--- src/design/xck_buf.sv ---
// Double-buffered keystream RAM: word writes from the core, byte reads for the data path.
module xck_buf
(
    input  logic        clk,
    input  logic        we,
    input  logic        wbank,
    input  logic [3:0]  waddr,
    input  logic [31:0] wdata,
    input  logic        rbank,
    input  logic [5:0]  raddr,
    output logic [7:0]  rdata
);

    logic [31:0] mem [32];
    logic [31:0] rword_reg;
    logic [1:0]  rsel_reg;

    always_ff @(posedge clk)
    begin
        if (we)
        begin
            mem[{wbank, waddr}] <= wdata;
        end
        rword_reg <= mem[{rbank, raddr[5:2]}];
        rsel_reg  <= raddr[1:0];
    end

    assign rdata = rword_reg[8*rsel_reg +: 8];

endmodule

--- config.mk ---
export PLATFORM = sky130hd
export DESIGN_NAME = xck_buf
export DESIGN_NICKNAME = d
export VERILOG_FILES = /design/src/design/xck_buf.sv
export SDC_FILE = /design/constraint.sdc
export NUM_CORES = 1
export LEC_CHECK = 0
export ABC_AREA = 1
export BUFFER_PORTS_ARGS = -buffer_cell sky130_fd_sc_hd__buf_2
export CAP_MARGIN = 20
export CORE_MARGIN = 2
export CORE_UTILIZATION = 40
export DETAILED_ROUTE_END_ITERATION = 8
export GPL_TIMING_DRIVEN = 0
export SKIP_LAST_GASP = 1
export SYNTH_ARGS = -nofsm -noshare
export SYNTH_HDL_FRONTEND = slang
export SYNTH_SLANG_ARGS = --single-unit
--- constraint.sdc ---
create_clock -name clk -period 3.8 [get_ports clk]
set_clock_uncertainty 0.2 [all_clocks]
set_input_delay 0.76 -clock clk [delete_from_list [all_inputs] [get_ports clk]]
set_output_delay 0.76 -clock clk [all_outputs]
set_load 0.005 [all_outputs]
==> run summary, run 1 <==
The final count of hold timing violations is 0, and the number of resized instances in the post-cts repair step is 0. For the first-iteration detailed-routing DRC count, the log shows 3841. The highest routed metal layer was met5. The H-tree was split into 3 levels.

STA puts the critical path data arrival time at 2.68 ns. After floorplanning, the core was divided into 119 placement rows. A synthesized cell averages 11.9 µm².

Setup repair after global routing left no endpoint under its margin. The number of remaining DRC errors came out at 0. Sorting the synthesized cells by how often they occur yields 1440 x sky130_fd_sc_hd__nand2_1, 1024 x sky130_fd_sc_hd__edfxtp_1, 780 x sky130_fd_sc_hd__nand3_1. Dividing total power by cell area gives a power density of 514 mW/mm². For the finished layout, the period the worst path requires is 3.64 ns. The net total in the final layout came out at 3820. The endpoint of the worst-slack reg-to-reg timing path was rword_reg[23].

CTS placed an instance of sky130_fd_sc_hd__clkbuf_16 at the clock tree root. After global routing the overflow that remains totals 0. The flow ran to the end, and the final reports show no timing, DRC or antenna violations. Counting along the longest clock path gives a buffer depth of 3. The register with the most flip-flops in the layout has 1024 of them. Worst min-delay path class: in2reg. The boundary pin count is 54. Post-synthesis instance total: 3582. Global routing used 25.0% of the available tracks. Measured against its own limit, the worst slew margin works out to 32.4%. Max-cap violations in this run came to 0. Of the synthesized area, sequential elements account for 73.7%.

The transition at the pin with the smallest max-transition slack came out at 1.01 ns. After detailed routing, the average wire length per cell comes to 25.9 µm. After synthesis, the share of flip-flops with an asynchronous set or reset is 0%. The die covers 0.109 mm². The classification of the worst setup path is reg2out.

Yosys mapped the design onto 17 distinct sky130hd cell types. The run gives 0 as the count of warnings emitted by yosys. The port buffer count is 50. In the finished design, the share of the clock period the worst path needs comes to 95.8%.

Leading register cell type out of synthesis: sky130_fd_sc_hd__edfxtp_1. CTS saw 1058 sinks. Once the floorplan was initialized, standard cells occupied 40.4% of the core. For the core outline area, the log shows 0.105 mm². The run gives 3628 as the net count of the mapped netlist. The tools report the worst min-delay path startpoint as raddr[1]. The library cell occupying the most area in the post-synthesis netlist is sky130_fd_sc_hd__edfxtp_1. In the routed layout, each cell is associated on average with a via count of 5.50. Post-CTS timing repair inserted 0 buffers for setup. Across the VDD grid, the largest voltage drop is 0.397 mV. The final route contains 28900 vias. After legalization and detailed placement, the total HPWL measured 91700 µm. For the met2 wire length, the log shows 62100 µm. The number of detailed-route iterations in the first pass came out at 6.

The area growth from synthesis to layout is 14.9%. After synthesis the netlist holds a flip-flop and latch count of 1058. The largest fanout on the critical path is 10, and the setup slack after placement is 0.445 ns. Once layout is complete, the utilization of the core stands at 46.5%. The count of hold-fix buffers inserted at cts came out at 1. Ranked by total cell area, the synthesized netlist is headed by sky130_fd_sc_hd__edfxtp_1 72%, sky130_fd_sc_hd__nand2_1 13%, sky130_fd_sc_hd__nand3_1 9.2%. The number of clock buffers inserted by TritonCTS was 107; the proportion of layout cells with a drive suffix above 1 was 11.8%. After clock tree synthesis, the clock-pin slew on the worst setup and hold paths is 0.06 ns. The tools report the final number of max-transition violations as 0. The tools report the latest clock arrival within the worst-skew pair as 0.69 ns. The number of enable flip-flop cells after synthesis was 1024; the static leakage power was 18.0 nW. From left edge to right edge, the die measures 330 µm. TritonCTS built the clock tree. The logs give 14700 µm for the sum of met3 wire segment lengths after detailed routing and 2.31 ns for the worst-case register-to-register setup slack. The run gives 2.84 ns as the data required time of the critical path.

The tools report the total detailed-routing wirelength as 136000 µm. The synthesized design devotes to its leading area cell type 72.1% of total area. The count of nets left with antenna violations once routing finished came out at 0. Category of the worst setup path capture point: an output port. In the final timing run, aggregate negative setup slack is 0 ns.

The detailed-routing wirelength on met1 was 55200 µm; the wire length of the first global-routing pass was 194000 µm. After layout, the worst setup slack is 0.158 ns. The die height came out at 330 µm. Derived from the worst setup path, the maximum achievable clock frequency is 275 MHz. The path with the worst hold slack has its endpoint at rsel_reg[1]. For the number of antenna violations at the first check in global routing, the log shows 14. The tools report the kind of start point of the critical path as a flip-flop. For the final count of negative-setup-slack endpoints, the log shows 0.

The cell area after synthesis was 0.0426 mm²; the final weighted congestion in routability-driven placement was 0.925. The depth of the most critical reg-to-reg path works out to 8. Launching point of the worst reg2reg path: mem[1][23].

Yosys instantiated no cell more often than sky130_fd_sc_hd__nand2_1. The number of cells traversed by the worst hold path is 1, and the via count of the first global-routing pass is 27400. For the pin count of the biggest net entering global routing, the log shows 33.
==> per-layer routing <==
metal,vias to the layer above,GRT usage [%]
met2,1572,39.3
met3,256,4.56
met4,8,7.71
met1,14200,35.6
met5,-,0
li1,12900,-
==> logic make-up after synthesis <==
group | Yosys count | synth area share (%)
AND/OR/NAND/NOR | 2268 | 22.3
buffers and inverters | 232 | 3.69
flip-flops | 1058 | 73.7
AO/OA/AOI/OAI | 24 | 0.305
==> per-stage QoR <==
| step | power (mW) | hold WS [ns] | area (µm²) | std cells |
|---|---|---|---|---|
| after floorplan | 14.2 | 0.488 | 42600 | 3582 |
| after global placement | 15.0 | 0.544 | 44600 | 5023 |
| after detailed placement | 15.0 | 0.555 | 45500 | 5055 |
| after CTS | 25.2 | 0.0623 | 49000 | 5258 |
| after global routing | 25.8 | 0.0838 | 49000 | 5258 |
| final | 25.2 | 0.110 | 49000 | 5261 |
==> cells in the final DEF, fill, tap and decap left out, types with 2 or more instances in the layout <==
cell type                    Yosys  final
sky130_fd_sc_hd__clkinv_2        0     22
sky130_fd_sc_hd__buf_16          0      3
sky130_fd_sc_hd__dfxtp_1        34     34
sky130_fd_sc_hd__nor2_4          0     32
sky130_fd_sc_hd__clkinv_1        0     15
sky130_fd_sc_hd__nand3_1       780    780
sky130_fd_sc_hd__buf_6          55     55
sky130_fd_sc_hd__nand2_1      1440   1440
sky130_fd_sc_hd__buf_1          16     16
sky130_fd_sc_hd__buf_12          1     30
sky130_fd_sc_hd__buf_4          36     36
sky130_fd_sc_hd__nor2_1         48     16
sky130_fd_sc_hd__edfxtp_1     1024   1024
sky130_fd_sc_hd__buf_2          85    135
sky130_fd_sc_hd__o22ai_1         8      8
sky130_fd_sc_hd__diode_2         0      3
sky130_fd_sc_hd__inv_1           9      9
sky130_fd_sc_hd__inv_2           2      2
sky130_fd_sc_hd__inv_8           1      2
sky130_fd_sc_hd__buf_8           2      2
sky130_fd_sc_hd__bufinv_16       0      4
sky130_fd_sc_hd__clkbuf_16       0    110
sky130_fd_sc_hd__clkinvlp_4      0      4
sky130_fd_sc_hd__inv_6           0      3
sky130_fd_sc_hd__o21ai_0        16     16
sky130_fd_sc_hd__clkbuf_1       25     51
sky130_fd_sc_hd__clkbuf_8        0     15
==> worst max-delay path, stage by stage (launching register included) <==
cell and delay (ns):
sky130_fd_sc_hd__dfxtp_1 0.60, sky130_fd_sc_hd__clkbuf_1 0.35, sky130_fd_sc_hd__o21ai_0 0.17, sky130_fd_sc_hd__o22ai_1 0.64, sky130_fd_sc_hd__buf_2 0.24
==> area by class of cell <==
cell class | count | area, µm²
plain buffers | 220 | 1520
well taps | 1391 | 1740
multi-input cells | 2292 | 9860
flip-flops and latches | 1058 | 31400
repair buffers | 83 | 923
inverters | 12 | 52.6
clock inverters | 51 | 390
fillers | 9506 | 56400
diodes | 3 | 7.51
clock buffers | 151 | 3060
==> worst max-delay path by stage <==
stage,start,endpoint,slack [ns],depth (start not counted)
final,rsel_reg[0],rdata[2],0.16,4
after global placement,waddr[0],mem[26][26],-1.65,4
after global routing,rsel_reg[0],rdata[3],0.1,5
after floorplan,waddr[0],mem[0][0],0.76,3
after detailed placement,waddr[0],mem[8][27],0.44,5
after CTS,rsel_reg[0],rdata[3],0.30,5
==> power by group <==
group          internal, mW  total [mW]  leakage [nW]  switching, mW
clock network          5.88        10.4          1.70           4.47
logic                 0.450        1.80          6.76           1.35
registers              13.0        13.0          9.51         0.0569
Power figures use the tool's default switching activity.
==> run 2, diff against run 1 <==
--- a/config.mk
+++ b/config.mk
@@ -5,13 +5,14 @@
 export SDC_FILE = /design/constraint.sdc
 export NUM_CORES = 1
 export LEC_CHECK = 0
-export ABC_AREA = 1
+export ABC_AREA = 0
 export BUFFER_PORTS_ARGS = -buffer_cell sky130_fd_sc_hd__buf_2
 export CAP_MARGIN = 20
 export CORE_MARGIN = 2
-export CORE_UTILIZATION = 40
+export CORE_UTILIZATION = 56
 export DETAILED_ROUTE_END_ITERATION = 8
 export GPL_TIMING_DRIVEN = 0
+export PLACE_DENSITY = 0.72
 export SKIP_LAST_GASP = 1
 export SYNTH_ARGS = -nofsm -noshare
 export SYNTH_HDL_FRONTEND = slang
==> run 2 against run 1 <==
Final cell count shrank 34%. Core utilization grew 18 points. Critical path depth shrank 1. Synthesized area shrank 4.4%. Sequential power is essentially flat. Combinational power shrank 27%. First-iteration DRC count shrank 38%. Die area shrank 31%. Sequential cell count is the same. Worst setup slack gained 0.57 ns. Total power shrank 3.4%. Critical endpoint is now rdata[0]. Largest cell class unchanged.
==> run summary, run 2 <==
The run gives 0 (unchanged) as the count of warnings emitted by yosys. The post-synthesis instance total was 2272 (-37%). The mean area per synthesized cell was 17.9 µm² (+51%). The buffer depth of the longest clock path is 3 (unchanged), and the area of the die is 0.0749 mm² (-31%). The number of flip-flops in the largest register was 1024 (unchanged). The number of enable flip-flop cells after synthesis is 1024 (unchanged). The run gives 4729 (-50%) as the filler cell count in the final layout. The logs give 25 (+8) for the number of different library cells in the post-synthesis netlist and 0 (unchanged) for the final count of negative-setup-slack endpoints. The flop and latch count out of synthesis came out at 1058 (unchanged).

The tools report the met3 usage in global routing as 3.62% (-0.93 points). The port buffer count works out to 52 (+4.0%). In the synthesized netlist the dominant register cell turns out to be sky130_fd_sc_hd__edfxtp_1. The worst setup path is launched from a flip-flop. Routed via count: 21700 (-25%). The count of hold-fix buffers inserted at cts is 2 (+1). The power per cell area was 523 mW/mm² (+1.8%). The worst hold path begins at mem[25][25]. The tools report the met2 routing resource usage after global routing as 42.0% (+2.7 points). Classification of the worst setup path: reg2out. The mean number of vias per cell came out at 6.21 (+13%). Worst ir drop on vdd: 0.375 mV (-5.5%). Cell at the root of the clock tree: sky130_fd_sc_hd__clkbuf_16. The worst hold path belongs to the class reg2reg. The static leakage power was 16.3 nW (-9.5%).

Yosys attributes the largest share of cell area to sky130_fd_sc_hd__edfxtp_1 75%, sky130_fd_sc_hd__mux2i_1 13%, sky130_fd_sc_hd__a22oi_1 1.8%. The slowest stage of the critical path is the sky130_fd_sc_hd__mux4_2 cell. The tools report the number of detailed-route iterations in the first pass as 6 (unchanged). The relative slew slack is 29.1% (-3.3 points). The startpoint identified for the worst register-to-register timing path is mem[7][5].

The tools report the final count of hold timing violations as 0 (unchanged). The critical path goes through buf_2 > mux4_2 > buf_2. Average wire per standard cell: 27.6 µm (+6.7%).

The number of resized instances in the post-cts repair step was 0 (unchanged). The first-iteration detailed-routing DRC count is 2400 (-38%). For the net count of the mapped netlist, the log shows 2318 (-36%). The area growth from synthesis to layout works out to 14.1%. The critical path starts at rsel_reg[0].

Total clock sinks: 1058 (unchanged). The sum of negative setup slack was 0 ns (unchanged). The tools report the core outline area as 0.0717 mm² (-32%). The final critical delay including setup and external delays came out at 3.07 ns (-0.573 ns). Post-synthesis sequential area ratio: 77.1% (+3.4 points). The largest incremental delay on the critical path works out to 0.63 ns (about the same). The logs give 0.65 ns (-0.04 ns) for the latest clock arrival within the worst-skew pair and 0 (-14) for the number of antenna violations at the first check in global routing.

TritonCTS built the clock tree. The tools report the maximum frequency from static timing analysis as 326 MHz (+19%). The number of max-cap violations was 0 (unchanged); the via count of the first global-routing pass was 21800 (-21%). The overall routing resource usage came out at 25.9% (+0.91 points). Setup repair after global routing left no endpoint under its margin. The logs give 35.5% (-0.075 points) for the met1 capacity usage during global routing and 0 (unchanged) for the number of antenna-violating nets in the routed design. The tools report the category of the worst setup path capture point as an output port.

The async set-reset flop share out of synthesis is 0% (unchanged). For the number of diodes added for antenna fixing, the log shows 0 (-3). The leading cell type by number of instances after synthesis is sky130_fd_sc_hd__edfxtp_1. The residual overflow from global routing was 0 (unchanged). The run gives 2507 (-34%) as the net total in the final layout. Die width: 274 µm (-17%). In this run the most used layer during global routing was met2. Proportion of layout cells with a drive suffix above 1: 14.2% (+2.4 points). The final weighted congestion in routability-driven placement was 0.860 (-7.0%); the largest fanout on the critical path was 8 (-2). The final period utilization is 80.8% (-15 points), and the final worst hold slack is 0.425 ns (+0.315 ns). The library cells used most frequently in the layout, excluding fill and tap cells, are 1024 x sky130_fd_sc_hd__edfxtp_1, 512 x sky130_fd_sc_hd__mux2i_1, 103 x sky130_fd_sc_hd__clkbuf_16, 98 x sky130_fd_sc_hd__nand2_1, 98 x sky130_fd_sc_hd__nand3_1. The number of post-CTS setup repair buffers is 0 (unchanged). For the data required time of the critical path, the log shows 2.84 ns (about the same).

The die height is 274 µm (-17%). The row count was 98 (-18%); the boundary pin count was 54 (unchanged). Data arrival time of the critical path: 2.11 ns (-0.57 ns). The library cell occupying the most area in the post-synthesis netlist was sky130_fd_sc_hd__edfxtp_1. Cell area after synthesis: 0.0408 mm² (-4.4%). The clock edge transition at the registers on the reported setup and hold paths is 0.06 ns (about the same). The run gives 0 (unchanged) as the number of remaining DRC errors.

The library cell used most frequently in the layout, excluding fill and tap cells, is sky130_fd_sc_hd__edfxtp_1. The area share of the largest cell type after synthesis works out to 75.5% (+3.3 points). For the final HPWL from detailed placement, the log shows 62300 µm (-32%).

Counting instances in the post-synthesis netlist gives the leading cell types as 1024 x sky130_fd_sc_hd__edfxtp_1, 512 x sky130_fd_sc_hd__mux2i_1, 98 x sky130_fd_sc_hd__nand2_1, 98 x sky130_fd_sc_hd__nand3_1. The run gives 96400 µm (-29%) as the total detailed-routing wirelength. The tools report the number of clock buffers inserted by TritonCTS as 101 (-5.6%). The run gives 3 (unchanged) as the maximum level of the CTS H-tree.

The wire length of the first global-routing pass was 140000 µm (-28%). The flow ran to the end, and the final reports show no timing, DRC or antenna violations. Pin count of the biggest net entering global routing: 33 (unchanged). The transition at the pin with the smallest max-transition slack is 1.06 ns (+0.0500 ns). Among the stages of the critical path, the cell type that occurs most often is sky130_fd_sc_hd__buf_2.

For the effective utilization at floorplan, the log shows 56.8% (+16 points). The final number of max-transition violations came out at 0 (unchanged).
==> run 2: cells by family (layout without fill, tap and decap cells) <==
family / count (synthesis) / after routing / share of synthesized area, %
mux: 520 / 520 / 13.0
flops: 1058 / 1058 / 77.1
compound gates: 288 / 288 / 4.81
simple gates: 277 / 277 / 3.08
buf+inv: 129 / 397 / 1.96
==> run 2: report_power, final <==
part           switching, mW  internal, mW  total [mW]
registers             0.0624          13.0        13.0
logic                  0.883         0.427        1.31
clock network           4.16          5.82        9.98
==> run 2: worst max-delay path: cells and delay by family, from the launching register on <==
kind                   cells  cell delay (ns)
buffers and inverters      2             0.47
DFF                        1             0.36
muxes                      1             0.63
==> run 2: area by class of cell <==
type	instances	area, µm²	area share, %
repair buffers	86	1020	2.19
well taps	950	1190	2.56
flip-flops and latches	1058	31400	67.6
plain buffers	129	800	1.72
clock buffers	139	2800	6.03
clock inverters	43	488	1.05
multi-input cells	1085	8760	18.8
==> run 2: routing by layer <==
layer	vias up	wire [µm]
li1	9408	-
met1	11100	38600
met2	972	46500
met3	181	7210
met4	0	4050
met5	-	0
==> run 2: final timing paths <==
| kind | end | slack, ns | depth (start not counted) |
|---|---|---|---|
| worst max-delay path | rdata[0] | 0.73 | 3 |
| worst min register to register | rword_reg[25] | 0.43 | 4 |
| worst max register to register | rword_reg[5] | 1.78 | 5 |
| worst min-delay path | rword_reg[25] | 0.43 | 4 |
==> run 2: per-stage QoR <==
stage	setup slack [ns]	util [%]	cell area [µm²]	total power [mW]	cells
floorplan	0.406	-	40800	14.0	2272
global placement	-1.25	58.8	42200	14.5	3274
detailed placement	0.451	60.2	43200	14.6	3306
CTS	0.698	64.8	46500	24.4	3490
global route	0.658	64.8	46500	25.0	3490
finish	0.731	64.8	46500	24.3	3490
